**src/sv/swin_pkg.sv**
```systemverilog
// Shared types and codes of the sliding-window sender.
// No dependencies; the result interface and the top level use it by scoped names.
package swin_pkg;

    localparam int IDX_W = 23;
    localparam int LEN_W = 11;
    localparam int CFG_W = 32;

    typedef logic [IDX_W-1:0] t_idx;

    localparam t_idx IDX_MAX = '1;

    // Kinds of input words.
    localparam logic [1:0] KIND_TICK  = 2'd0;
    localparam logic [1:0] KIND_ACK   = 2'd1;
    localparam logic [1:0] KIND_START = 2'd2;

    // Kinds of result words.
    localparam logic [1:0] EV_SEND   = 2'd0;
    localparam logic [1:0] EV_RESEND = 2'd1;
    localparam logic [1:0] EV_DONE   = 2'd2;

    // Configuration register indexes.
    localparam logic [1:0] REG_WINDOW  = 2'd0;
    localparam logic [1:0] REG_TIMEOUT = 2'd1;
    localparam logic [1:0] REG_FILE    = 2'd2;
    localparam logic [1:0] REG_BASE    = 2'd3;

endpackage

```
**src/sv/swin_req_if.sv**
```systemverilog
// Input channel of the sliding-window sender: tick, ack and start words.
// No dependencies.
interface swin_req_if;
    logic        valid;
    logic        ready;
    logic [1:0]  kind;
    logic [31:0] ack_num;
    logic        ack_ok;

    modport source (output valid, kind, ack_num, ack_ok, input ready);
    modport sink   (input valid, kind, ack_num, ack_ok, output ready);
endinterface

```
**src/sv/swin_res_if.sv**
```systemverilog
// Result channel of the sliding-window sender: send, resend and done words.
// Depends on swin_pkg for field widths.
interface swin_res_if;
    logic                       valid;
    logic                       ready;
    logic [1:0]                 event_res;
    logic [swin_pkg::IDX_W-1:0] packet_index;
    logic [31:0]                seq_num;
    logic [31:0]                data_offset;
    logic [swin_pkg::LEN_W-1:0] data_length;
    logic                       last;

    modport source (output valid, event_res, packet_index, seq_num, data_offset,
                    data_length, last, input ready);
    modport sink   (input valid, event_res, packet_index, seq_num, data_offset,
                    data_length, last, output ready);
endinterface

```
**src/sv/sliding_window_sender.sv**
```systemverilog
// Sliding-window sender: one input word at a time; a new word is accepted only once the last
// one is finished. A tick scans the outstanding slots, an accepted ack marks its slot and then
// checks slots for edge advance, and each packet is sent in turn; the first word after a
// file_size write first runs the reciprocal division. Output stalls hold the word.
// Reset is synchronous, active low; it clears control state and the slot valid bits at once.
// Depends on swin_pkg, swin_req_if and swin_res_if.
module sliding_window_sender #(
    parameter int MAX_WINDOW    = 32,
    parameter int SEGMENT_BYTES = 1024,
    parameter int TIMER_BITS    = 16
) (
    input  logic                        i_clk,
    input  logic                        i_rst_n,
    input  logic                        i_cfg_we,
    input  logic [1:0]                  i_cfg_idx,
    input  logic [swin_pkg::CFG_W-1:0]  i_cfg_data,
    swin_req_if.sink                    i_req,
    swin_res_if.source                  o_res
);

    // Slot index width; packet p lives in slot p mod MAX_WINDOW, tracked by
    // wrapping slot counters so that no modulo of a packet index is needed.
    localparam int SW = (MAX_WINDOW > 1) ? $clog2(MAX_WINDOW) : 1;
    // Remainder width of the division by SEGMENT_BYTES.
    localparam int RW = $clog2(SEGMENT_BYTES) + 2;
    // Width in which timer and timeout are compared.
    localparam int CW = (TIMER_BITS > 16) ? TIMER_BITS : 16;

    // Reciprocal of the segment size: with L = ceil(log2 SEGMENT_BYTES) and
    // M = ceil(2^(32+L) / SEGMENT_BYTES), floor(x / SEGMENT_BYTES) equals
    // (x * M) >> (32+L) for every 32-bit x.
    localparam int          SEG_L   = $clog2(SEGMENT_BYTES);
    localparam logic [63:0] SEG_D64 = 64'(SEGMENT_BYTES);
    localparam logic [33:0] SEG_RCP = 34'(((64'd1 << (32 + SEG_L)) + SEG_D64 - 64'd1) / SEG_D64);

    typedef logic [SW-1:0]       t_slot;
    typedef logic [TIMER_BITS:0] t_entry;   // {acked, timer}

    localparam logic [SW:0]           MW_S     = (SW+1)'(MAX_WINDOW);
    localparam t_slot                 MW_LAST  = SW'(MAX_WINDOW - 1);
    localparam logic [TIMER_BITS-1:0] TMAX     = '1;
    localparam logic [6:0]            WIN_MAX  = 7'(MAX_WINDOW);
    localparam logic [swin_pkg::LEN_W-1:0] SEG_LEN = swin_pkg::LEN_W'(SEGMENT_BYTES);
    localparam logic [31:0]           SEG_MUL  = 32'(SEGMENT_BYTES);

    typedef enum logic [3:0] {
        S_IDLE,
        S_DIV,
        S_EVENT,
        S_ADV_RD,
        S_ADV_CHK,
        S_DONE_CHK,
        S_TICK_CHK,
        S_SEND,
        S_FIN
    } t_state;

    function automatic t_slot slot_inc(input t_slot s);
        t_slot r;
        r = (s == MW_LAST) ? '0 : s + t_slot'(1);
        return r;
    endfunction

    // Configuration registers.
    logic [5:0]  r_window,  n_window;
    logic [15:0] r_timeout, n_timeout;
    logic [31:0] r_file,    n_file;
    logic [31:0] r_base,    n_base;

    // Control state.
    t_state          r_state, n_state;
    logic [31:0]     r_div_q, n_div_q;      // quotient
    logic [RW-1:0]   r_div_r, n_div_r;      // remainder
    logic [1:0]      r_div_cnt, n_div_cnt;
    logic            r_dirty, n_dirty;      // file_size changed since last division
    swin_pkg::t_idx  r_next, n_next;
    swin_pkg::t_idx  r_old, n_old;
    swin_pkg::t_idx  r_total, n_total;
    t_slot           r_next_slot, n_next_slot;
    t_slot           r_old_slot, n_old_slot;
    logic            r_active, n_active;
    logic [MAX_WINDOW-1:0] r_valid, n_valid;
    logic            r_pend_v, n_pend_v;
    logic            r_out_v, n_out_v;

    // Payload registers.
    logic [1:0]      r_kind, n_kind;
    logic [31:0]     r_ack_num, n_ack_num;
    logic            r_ack_ok, n_ack_ok;
    logic [31:0]     r_div_x, n_div_x;      // dividend
    logic [65:0]     r_div_acc, n_div_acc;  // dividend times reciprocal
    swin_pkg::t_idx  r_ptr, n_ptr;
    t_slot           r_ptr_slot, n_ptr_slot;
    logic [1:0]      r_pend_ev, n_pend_ev;
    swin_pkg::t_idx  r_pend_idx, n_pend_idx;
    logic [1:0]      r_out_ev, n_out_ev;
    swin_pkg::t_idx  r_out_idx, n_out_idx;
    logic [31:0]     r_out_seq, n_out_seq;
    logic [31:0]     r_out_off, n_out_off;
    logic [swin_pkg::LEN_W-1:0] r_out_len, n_out_len;
    logic            r_out_last, n_out_last;

    // Slot memory: acked flag and retransmit timer of each window slot.
    t_entry r_mem [MAX_WINDOW];
    t_entry r_rd_data;
    logic   mem_we;
    t_slot  mem_waddr;
    t_entry mem_wdata;
    logic   mem_re;
    t_slot  mem_raddr;

    // Working signals.
    logic            accept;
    logic            out_free;
    logic            can_push;
    logic            push;
    logic [1:0]      push_ev;
    swin_pkg::t_idx  push_idx;
    logic            fin;
    logic            out_load;
    logic            out_last;
    logic [15:0]     div_half;
    logic [49:0]     div_part;
    logic [31:0]     div_qd;
    logic [31:0]     ack_rel;
    logic [31:0]     ack_p;
    logic            ack_hit;
    swin_pkg::t_idx  ack_d;
    logic [SW:0]     ack_sum;
    t_slot           ack_slot;
    logic            ent_acked;
    logic [TIMER_BITS-1:0] ent_tmr;
    logic [TIMER_BITS-1:0] ent_tmr_inc;
    logic            tmr_fire;
    logic [6:0]      win_eff;
    swin_pkg::t_idx  outstanding;
    logic            send_ok;
    logic [23:0]     idx_plus;
    logic [31:0]     rem32;

    assign accept    = i_req.valid && i_req.ready;
    assign out_free  = !r_out_v || o_res.ready;
    assign can_push  = !r_pend_v || out_free;

    // Division by the segment size: the dividend is multiplied by the reciprocal
    // one half-word per cycle, then the remainder follows from the quotient.
    assign div_half = (r_div_cnt == 2'd0) ? r_div_x[15:0] : r_div_x[31:16];
    assign div_part = {34'b0, div_half} * {16'b0, SEG_RCP};
    assign div_qd   = r_div_q * SEG_MUL;

    // Ack decoding: packet index of the ack and its slot relative to the base edge.
    assign ack_rel  = r_ack_num - r_base;
    assign ack_p    = ack_rel - 32'd1;
    assign ack_hit  = r_active && r_ack_ok && (ack_rel != 32'd0)
                      && (ack_p >= {9'b0, r_old}) && (ack_p < {9'b0, r_next});
    assign ack_d    = ack_p[swin_pkg::IDX_W-1:0] - r_old;
    assign ack_sum  = {1'b0, r_old_slot} + {1'b0, ack_d[SW-1:0]};
    assign ack_slot = (ack_sum >= MW_S) ? t_slot'(ack_sum - MW_S) : ack_sum[SW-1:0];

    // The entry just read; a slot whose valid bit is clear reads as all zero.
    assign ent_acked   = r_valid[r_ptr_slot] & r_rd_data[TIMER_BITS];
    assign ent_tmr     = r_valid[r_ptr_slot] ? r_rd_data[TIMER_BITS-1:0] : '0;
    assign ent_tmr_inc = (ent_tmr == TMAX) ? ent_tmr : ent_tmr + 1'b1;
    assign tmr_fire    = (CW'(ent_tmr_inc) >= CW'(r_timeout));

    // Effective window: zero acts as one, anything above the slot count is clipped.
    assign win_eff     = (r_window == 6'd0) ? 7'd1 :
                         (({1'b0, r_window} > WIN_MAX) ? WIN_MAX : {1'b0, r_window});
    assign outstanding = r_next - r_old;
    assign send_ok     = r_active && (outstanding < {16'b0, win_eff}) && (r_next < r_total);

    assign idx_plus = {1'b0, r_pend_idx} + 24'd1;
    assign rem32    = 32'(r_div_r);

    assign i_req.ready = (r_state == S_IDLE);

    always_comb begin
        n_window    = r_window;
        n_timeout   = r_timeout;
        n_file      = r_file;
        n_base      = r_base;
        n_state     = r_state;
        n_div_q     = r_div_q;
        n_div_r     = r_div_r;
        n_div_cnt   = r_div_cnt;
        n_div_x     = r_div_x;
        n_div_acc   = r_div_acc;
        n_dirty     = r_dirty;
        n_next      = r_next;
        n_old       = r_old;
        n_total     = r_total;
        n_next_slot = r_next_slot;
        n_old_slot  = r_old_slot;
        n_active    = r_active;
        n_valid     = r_valid;
        n_pend_v    = r_pend_v;
        n_kind      = r_kind;
        n_ack_num   = r_ack_num;
        n_ack_ok    = r_ack_ok;
        n_ptr       = r_ptr;
        n_ptr_slot  = r_ptr_slot;
        n_pend_ev   = r_pend_ev;
        n_pend_idx  = r_pend_idx;
        n_out_ev    = r_out_ev;
        n_out_idx   = r_out_idx;
        n_out_seq   = r_out_seq;
        n_out_off   = r_out_off;
        n_out_len   = r_out_len;
        n_out_last  = r_out_last;

        mem_we    = 1'b0;
        mem_waddr = r_ptr_slot;
        mem_wdata = '0;
        mem_re    = 1'b0;
        mem_raddr = r_old_slot;

        push     = 1'b0;
        push_ev  = swin_pkg::EV_SEND;
        push_idx = r_next;
        fin      = 1'b0;

        case (r_state)
            S_IDLE: begin
                if (accept) begin
                    n_kind    = i_req.kind;
                    n_ack_num = i_req.ack_num;
                    n_ack_ok  = i_req.ack_ok;
                    if (r_dirty) begin
                        n_div_x   = r_file;
                        n_div_cnt = '0;
                        n_dirty   = 1'b0;
                        n_state   = S_DIV;
                    end else begin
                        n_state = S_EVENT;
                    end
                end
            end
            S_DIV: begin
                n_div_cnt = r_div_cnt + 2'd1;
                case (r_div_cnt)
                    2'd0: n_div_acc = {16'b0, div_part};
                    2'd1: n_div_acc = r_div_acc + {div_part, 16'b0};
                    2'd2: n_div_q   = 32'(r_div_acc >> (32 + SEG_L));
                    default: begin
                        n_div_r = RW'(r_div_x - div_qd);
                        n_state = S_EVENT;
                    end
                endcase
            end
            S_EVENT: begin
                n_state = S_SEND;
                case (r_kind)
                    swin_pkg::KIND_START: begin
                        if (r_div_q >= {9'b0, swin_pkg::IDX_MAX}) begin
                            n_total = swin_pkg::IDX_MAX;
                        end else begin
                            n_total = r_div_q[swin_pkg::IDX_W-1:0] + 1'b1;
                        end
                        n_next      = '0;
                        n_old       = '0;
                        n_next_slot = '0;
                        n_old_slot  = '0;
                        n_valid     = '0;
                        n_active    = 1'b1;
                    end
                    swin_pkg::KIND_ACK: begin
                        if (ack_hit) begin
                            mem_we            = 1'b1;
                            mem_waddr         = ack_slot;
                            mem_wdata         = {1'b1, {TIMER_BITS{1'b0}}};
                            n_valid[ack_slot] = 1'b1;
                            n_state           = S_ADV_RD;
                        end
                    end
                    swin_pkg::KIND_TICK: begin
                        if (r_active && (r_old < r_next)) begin
                            mem_re     = 1'b1;
                            mem_raddr  = r_old_slot;
                            n_ptr      = r_old;
                            n_ptr_slot = r_old_slot;
                            n_state    = S_TICK_CHK;
                        end
                    end
                    default: begin
                        n_state = S_SEND;
                    end
                endcase
            end
            S_ADV_RD: begin
                // The ack write has landed, so this read sees it.
                n_ptr_slot = r_old_slot;
                if (r_old < r_next) begin
                    mem_re    = 1'b1;
                    mem_raddr = r_old_slot;
                    n_state   = S_ADV_CHK;
                end else begin
                    n_state = S_DONE_CHK;
                end
            end
            S_ADV_CHK: begin
                if (ent_acked) begin
                    n_valid[r_old_slot] = 1'b0;
                    n_old      = r_old + 1'b1;
                    n_old_slot = slot_inc(r_old_slot);
                    n_ptr_slot = slot_inc(r_old_slot);
                    if (r_old + 1'b1 < r_next) begin
                        mem_re    = 1'b1;
                        mem_raddr = slot_inc(r_old_slot);
                    end else begin
                        n_state = S_DONE_CHK;
                    end
                end else begin
                    n_state = S_DONE_CHK;
                end
            end
            S_DONE_CHK: begin
                if (r_old >= r_total) begin
                    if (can_push) begin
                        push     = 1'b1;
                        push_ev  = swin_pkg::EV_DONE;
                        push_idx = '0;
                        n_active = 1'b0;
                        n_state  = S_SEND;
                    end
                end else begin
                    n_state = S_SEND;
                end
            end
            S_TICK_CHK: begin
                // Stall only when this slot fires and no result can be taken.
                if (ent_acked || !tmr_fire || can_push) begin
                    if (!ent_acked) begin
                        if (tmr_fire) begin
                            push                = 1'b1;
                            push_ev             = swin_pkg::EV_RESEND;
                            push_idx            = r_ptr;
                            n_valid[r_ptr_slot] = 1'b0;
                        end else begin
                            mem_we              = 1'b1;
                            mem_waddr           = r_ptr_slot;
                            mem_wdata           = {1'b0, ent_tmr_inc};
                            n_valid[r_ptr_slot] = 1'b1;
                        end
                    end
                    if (r_ptr + 1'b1 < r_next) begin
                        mem_re     = 1'b1;
                        mem_raddr  = slot_inc(r_ptr_slot);
                        n_ptr      = r_ptr + 1'b1;
                        n_ptr_slot = slot_inc(r_ptr_slot);
                    end else begin
                        n_state = S_SEND;
                    end
                end
            end
            S_SEND: begin
                if (send_ok) begin
                    if (can_push) begin
                        push                 = 1'b1;
                        push_ev              = swin_pkg::EV_SEND;
                        push_idx             = r_next;
                        n_valid[r_next_slot] = 1'b0;
                        n_next               = r_next + 1'b1;
                        n_next_slot          = slot_inc(r_next_slot);
                    end
                end else begin
                    n_state = S_FIN;
                end
            end
            S_FIN: begin
                if (!r_pend_v || out_free) begin
                    fin     = 1'b1;
                    n_state = S_IDLE;
                end
            end
            default: begin
                n_state = S_IDLE;
            end
        endcase

        // A new result pushes the held one out; the held one is marked last
        // only when the word finishes.
        out_load = 1'b0;
        out_last = 1'b0;
        if (push) begin
            out_load   = r_pend_v;
            n_pend_v   = 1'b1;
            n_pend_ev  = push_ev;
            n_pend_idx = push_idx;
        end else if (fin && r_pend_v) begin
            out_load = 1'b1;
            out_last = 1'b1;
            n_pend_v = 1'b0;
        end

        n_out_v = out_load || (r_out_v && !o_res.ready);
        if (out_load) begin
            n_out_ev   = r_pend_ev;
            n_out_last = out_last;
            if (r_pend_ev == swin_pkg::EV_DONE) begin
                n_out_idx = '0;
                n_out_seq = '0;
                n_out_off = '0;
                n_out_len = '0;
            end else begin
                n_out_idx = r_pend_idx;
                n_out_seq = r_base + {9'b0, r_pend_idx};
                n_out_off = 32'({9'b0, r_pend_idx} * SEG_MUL);
                n_out_len = (idx_plus >= {1'b0, r_total}) ?
                            rem32[swin_pkg::LEN_W-1:0] : SEG_LEN;
            end
        end

        if (i_cfg_we) begin
            case (i_cfg_idx)
                swin_pkg::REG_WINDOW:  n_window  = i_cfg_data[5:0];
                swin_pkg::REG_TIMEOUT: n_timeout = i_cfg_data[15:0];
                swin_pkg::REG_FILE: begin
                    n_file  = i_cfg_data;
                    n_dirty = 1'b1;
                end
                swin_pkg::REG_BASE:    n_base    = i_cfg_data;
                default:               n_base    = r_base;
            endcase
        end
    end

    always_ff @(posedge i_clk) begin
        if (!i_rst_n) begin
            r_window    <= 6'd4;
            r_timeout   <= 16'd1000;
            r_file      <= '0;
            r_base      <= '0;
            r_state     <= S_IDLE;
            r_div_q     <= '0;
            r_div_r     <= '0;
            r_div_cnt   <= '0;
            r_dirty     <= 1'b0;
            r_next      <= '0;
            r_old       <= '0;
            r_total     <= '0;
            r_next_slot <= '0;
            r_old_slot  <= '0;
            r_active    <= 1'b0;
            r_valid     <= '0;
            r_pend_v    <= 1'b0;
            r_out_v     <= 1'b0;
        end else begin
            r_window    <= n_window;
            r_timeout   <= n_timeout;
            r_file      <= n_file;
            r_base      <= n_base;
            r_state     <= n_state;
            r_div_q     <= n_div_q;
            r_div_r     <= n_div_r;
            r_div_cnt   <= n_div_cnt;
            r_dirty     <= n_dirty;
            r_next      <= n_next;
            r_old       <= n_old;
            r_total     <= n_total;
            r_next_slot <= n_next_slot;
            r_old_slot  <= n_old_slot;
            r_active    <= n_active;
            r_valid     <= n_valid;
            r_pend_v    <= n_pend_v;
            r_out_v     <= n_out_v;
        end
    end

    always_ff @(posedge i_clk) begin
        r_kind     <= n_kind;
        r_ack_num  <= n_ack_num;
        r_ack_ok   <= n_ack_ok;
        r_div_x    <= n_div_x;
        r_div_acc  <= n_div_acc;
        r_ptr      <= n_ptr;
        r_ptr_slot <= n_ptr_slot;
        r_pend_ev  <= n_pend_ev;
        r_pend_idx <= n_pend_idx;
        r_out_ev   <= n_out_ev;
        r_out_idx  <= n_out_idx;
        r_out_seq  <= n_out_seq;
        r_out_off  <= n_out_off;
        r_out_len  <= n_out_len;
        r_out_last <= n_out_last;
    end

    // Slot memory: one write and one registered read per cycle.
    always_ff @(posedge i_clk) begin
        if (mem_we) begin
            r_mem[mem_waddr] <= mem_wdata;
        end
        if (mem_re) begin
            r_rd_data <= r_mem[mem_raddr];
        end
    end

    assign o_res.valid        = r_out_v;
    assign o_res.event_res    = r_out_ev;
    assign o_res.packet_index = r_out_idx;
    assign o_res.seq_num      = r_out_seq;
    assign o_res.data_offset  = r_out_off;
    assign o_res.data_length  = r_out_len;
    assign o_res.last         = r_out_last;

endmodule
```
**src/flat_wrapper.sv**
```systemverilog
// flat-port wrapper written by rule: the top's interface ports become plain ports
module sliding_window_sender_flat 
#(
    parameter int MAX_WINDOW    = 32,
    parameter int SEGMENT_BYTES = 1024,
    parameter int TIMER_BITS    = 16
)
  (i_clk, i_rst_n, i_cfg_we, i_cfg_idx, i_cfg_data, i_req_valid, i_req_kind, i_req_ack_num, i_req_ack_ok, i_req_ready, o_res_valid, o_res_event_res, o_res_packet_index, o_res_seq_num, o_res_data_offset, o_res_data_length, o_res_last, o_res_ready);
  swin_req_if i_req_i ();
  swin_res_if o_res_i ();
  input  logic i_clk;
  input  logic i_rst_n;
  input  logic i_cfg_we;
  input  logic [1:0] i_cfg_idx;
  input  logic [swin_pkg::CFG_W-1:0] i_cfg_data;
  input wire logic [$bits(i_req_i.valid)-1:0] i_req_valid;
  input wire logic [$bits(i_req_i.kind)-1:0] i_req_kind;
  input wire logic [$bits(i_req_i.ack_num)-1:0] i_req_ack_num;
  input wire logic [$bits(i_req_i.ack_ok)-1:0] i_req_ack_ok;
  output wire logic [$bits(i_req_i.ready)-1:0] i_req_ready;
  output wire logic [$bits(o_res_i.valid)-1:0] o_res_valid;
  output wire logic [$bits(o_res_i.event_res)-1:0] o_res_event_res;
  output wire logic [$bits(o_res_i.packet_index)-1:0] o_res_packet_index;
  output wire logic [$bits(o_res_i.seq_num)-1:0] o_res_seq_num;
  output wire logic [$bits(o_res_i.data_offset)-1:0] o_res_data_offset;
  output wire logic [$bits(o_res_i.data_length)-1:0] o_res_data_length;
  output wire logic [$bits(o_res_i.last)-1:0] o_res_last;
  input wire logic [$bits(o_res_i.ready)-1:0] o_res_ready;
  assign i_req_i.valid = i_req_valid;
  assign i_req_i.kind = i_req_kind;
  assign i_req_i.ack_num = i_req_ack_num;
  assign i_req_i.ack_ok = i_req_ack_ok;
  assign i_req_ready = i_req_i.ready;
  assign o_res_valid = o_res_i.valid;
  assign o_res_event_res = o_res_i.event_res;
  assign o_res_packet_index = o_res_i.packet_index;
  assign o_res_seq_num = o_res_i.seq_num;
  assign o_res_data_offset = o_res_i.data_offset;
  assign o_res_data_length = o_res_i.data_length;
  assign o_res_last = o_res_i.last;
  assign o_res_i.ready = o_res_ready;
  sliding_window_sender #(.MAX_WINDOW(MAX_WINDOW), .SEGMENT_BYTES(SEGMENT_BYTES), .TIMER_BITS(TIMER_BITS)) u_core (.i_clk(i_clk), .i_rst_n(i_rst_n), .i_cfg_we(i_cfg_we), .i_cfg_idx(i_cfg_idx), .i_cfg_data(i_cfg_data), .i_req(i_req_i), .o_res(o_res_i));
endmodule
```
**config.mk**
```make
export PLATFORM = sky130hd
export DESIGN_NAME = sliding_window_sender_flat
export DESIGN_NICKNAME = d
export VERILOG_FILES = /design/src/sv/swin_pkg.sv /design/src/sv/swin_req_if.sv /design/src/sv/swin_res_if.sv /design/src/sv/sliding_window_sender.sv /design/src/flat_wrapper.sv
export SDC_FILE = /design/constraint.sdc
export NUM_CORES = 2
export LEC_CHECK = 0
export BUFFER_PORTS_ARGS = -buffer_cell sky130_fd_sc_hd__buf_2
export CAP_MARGIN = 0
export CORE_UTILIZATION = 60
export CTS_BUF_LIST = sky130_fd_sc_hd__clkbuf_8
export CTS_CLUSTER_DIAMETER = 40
export CTS_CLUSTER_SIZE = 16
export DETAILED_ROUTE_END_ITERATION = 8
export GPL_ROUTABILITY_DRIVEN = 0
export PLACE_DENSITY_LB_ADDON = 0.3
export SYNTH_ARGS = -nofsm -noshare
export SYNTH_HDL_FRONTEND = slang
export SYNTH_SLANG_ARGS = --single-unit
```
**constraint.sdc**
```tcl
create_clock -name i_clk -period 12.2 [get_ports i_clk]
set_clock_uncertainty 0.1 [all_clocks]
set_input_delay 2.44 -clock i_clk [delete_from_list [all_inputs] [get_ports i_clk]]
set_output_delay 2.44 -clock i_clk [all_outputs]
set_load 0.01 [all_outputs]
```
==> flow_summary.toml <==
[outcome]
outcome = "completed"

[timing]
grt_setup_unrepaired = "no"
achievable-frequency_ghz = 0.0987
fin_crit_sh = 0.830
worst_slew_margin_rel = 0.0825
setup_total_negative_slack_ns = 0
drv_slew = 0
hold_violations = 0
post-route-min-period_ns = 10.13
postLayoutSetupSlackWorst_ns = 2.07
slew_at_the_pin_closest_to_its_max_slew_limit_ns = 1.34
finalSetupViolations = 0
hold_ws_ns = 0.316

[clocking]
clk_root_buffer_cell = "clkbuf_8"
clk_path_buf_depth = 3
cts_repair_resize_count = 0
cts_made_buffers = 121
htree_num_levels = 3
tritoncts = "yes"
postCtsSetupBuffers = 0
cts-hold-fix-buffers = 0
clock_sinks = 1016
worst_setup_hold_path_clk_slew_ns = 0.09
clk-insertion-delay-late_ns = 0.83

[power_and_ir_drop]
power.static_leakage_nw = 22.0
p_int_mw = 6.07
seqPwrFrac = 0.440
p_comb_frac = 0.270
power_density_nw_per_um2 = 159
max-vdd-ir-drop_mv = 0.162
net-switching-power_mw = 3.30
netSwitchingFraction = 0.352
power_frac_clock = 0.290

[final_layout]
fillers = 6733
area_growth_syn_to_layout_pct = 8.56
register_area_um2 = 28100
post_route_cells_drive_above_1_share = 0.117
fin_nets = 5587
multi_input_comb_area_um2 = 24400
postLayoutCoreUtil = 0.662

[synth]
netlist_area_um2 = 54200
synth.top_cells.by_count = "891 x nand2_1, 774 x edfxtp_1, 307 x ha_1"
synthTopCellsByArea = "edfxtp_1 43%, dfxtp_1 8.9%, ha_1 7.1%"
post-synth-top-count-cell = "nand2_1"
synth_warnings = 0
share_of_cell_area_taken_by_muxes_after_synthesis = 0.0319
synth_top_family_by_area = "simple AND/OR/NAND/NOR gates"
synth.avg_cell_area_um2 = 10.6
netlist.top_cell.by_area = "edfxtp_1"
postSynth.asyncResetShare = 0
synth_edf_count = 774
synth_top_area_frac = 0.429
post_synth_fa_ha_maj_area_fraction = 0.0731
synth.lib_cells_used.distinct = 93
synth_xor_area_frac = 0.0349
synth.yosys.seq_area_share = 0.518
synth_compound_area_frac = 0.149
synth_simple_gate_area_frac = 0.155
synth.ff_latch_count = 1016
synthesis.instances = 5123
synthFlopType = "edfxtp_1"

[route]
vias_per_cell = 6.46
drt-total-wl_mm = 155
drt-wirelength-per-cell_um = 24.0
route.antenna.remaining_nets = 0
drc = 0
num_vias = 41909
detailedRoute.firstPassIterationCount = 7
drtIter0Drc = 4958

[floorplanning]
design.core.area_um2 = 88900
floorplan.die.width_um = 303
start_util = 0.610
rows = 109
die_y_um = 303
fp.dieArea_um2 = 91600
boundary_pin_count = 177

[critical_path]
timing.critical_path.from_type = "flip-flop"
crit_path_max_fanout = 26
path_class = "reg2reg"
crit_top_cell = "nor2_1"
library_cell_contributing_the_largest_single_delay_on_the_critical_path = "a2111oi_0"
worstRegToRegCells = 28
critical_path_required_ns = 12.59
cp.arrival_ns = 10.52
max_stage_delay_ns = 1.16
worst_setup_path_end_kind = "flip-flop"

[grt]
antenna_found_initial = 11
grt_pass1_vias = 39656
grt.overflow.total = 0
global_route_wire_length_before_repair_mm = 233
grt_start_max_net_pins = 203
track_usage = 0.335

[min_path]
worst_hold_check_path_type = "reg2reg"
min_path_cells = 0

[run]
maxCapViolCount = 0

[place]
detailedPlace.worstSlack_ns = 2.18
numPortBuffers = 166
hpwl_mm = 108
==> layer usage <==
layer  wire length, um  track usage  part of all wire
met1             57500        0.419              0.37
met2             72300        0.539              0.47
met3             15300       0.0642             0.099
met4             10300        0.207             0.066
met5                34            0           0.00022
==> worst max-delay path: cells and delay by family, from the launching register on <==
kind / cells / cell delay, ns
compound gates: 11 / 3.94
simple gates: 12 / 3.26
flops: 1 / 0.82
fa+ha+maj: 2 / 0.66
mux: 1 / 0.59
buf+inv: 1 / 0.25
xor+xnor: 1 / 0.16
==> power groups by stage <==
stage | clock network [mW] | registers, mW | logic (mW)
after floorplan | 0 | 4.09 | 1.82
after global placement | 0 | 4.18 | 2.39
after detailed placement | 0 | 4.19 | 2.45
after CTS | 2.74 | 4.11 | 2.46
after global routing | 2.86 | 4.13 | 2.73
final | 2.72 | 4.12 | 2.53
==> through the flow <==
stage	instances	instance area, um2	power (mW)
after floorplan	5132	54200	5.91
after global placement	6240	56000	6.57
after detailed placement	6241	56000	6.64
after CTS	6471	58800	9.31
after global routing	6478	58800	9.73
final	6483	58900	9.36
==> placed cells by master, fill, tap and decap left out, types with 29 or more instances in the layout <==
master,count
xor2_1,65
o211a_1,35
clkbuf_8,125
o21ai_0,151
a311oi_1,36
inv_1,201
and3_1,89
nor2_1,233
mux4_2,42
a21o_1,82
nor2b_1,73
a21oi_1,284
a21boi_0,127
dfxtp_1,242
o221ai_2,29
o21a_1,50
a22oi_1,50
buf_4,62
a31oi_1,49
buf_2,165
ha_1,307
and2_1,75
mux2i_1,49
nand3_1,168
edfxtp_1,774
nand4_1,57
nor3_1,83
nand2_1,890
a2111oi_0,44
nand2b_1,35
xnor2_1,151
==> kinds of logic (layout without fill, tap and decap cells) <==
family	count (synthesis)	in the layout
adders and majority gates	313	313
other	1	21
and+or+nand+nor	1829	1829
muxes	117	117
xor gates and xnor gates	216	216
buffers and inverters	482	657
DFF	1016	1016
AOI/OAI and AO/OA	1149	1149
==> area by class of cell <==
type                            instances  share of cell area
Sequential cell                      1016               0.477
Multi-Input combinational cell       3634               0.414
Clock buffer                          125              0.0292
Tap cell                             1165              0.0248
Timing Repair Buffer                  231              0.0227
Clock inverter                        105              0.0186
Inverter                              196              0.0125
Antenna cell                           11            0.000468
==> registers in the layout, summed over array words and instances (netlist names), 23 cells and up <==
signal / flops
u_core.r_next: 23
u_core.r_div_q: 24
u_core.r_ptr: 23
u_core.r_file: 32
u_core.r_old: 23
u_core.r_valid: 32
u_core.r_ack_num: 32
u_core.r_div_x: 32
u_core.r_base: 32
u_core.o_res.seq_num: 32
u_core.r_div_acc: 24
u_core.r_pend_idx: 23
u_core.r_total: 23
u_core.r_mem: 544
==> worst paths after layout <==
check	startpoint	end	slack, ns
max	u_core.r_ptr_slot[0]$_DFFE_PP_	u_core.r_rd_data[1]$_DFFE_PP_	2.07
min	u_core.r_file[27]$_SDFFE_PN0P_	u_core.r_div_x[27]$_DFFE_PP_	0.32
max reg2reg	u_core.r_ptr_slot[0]$_DFFE_PP_	u_core.r_rd_data[1]$_DFFE_PP_	2.07
min reg2reg	u_core.r_file[27]$_SDFFE_PN0P_	u_core.r_div_x[27]$_DFFE_PP_	0.32
Power figures use the tool's default switching activity.
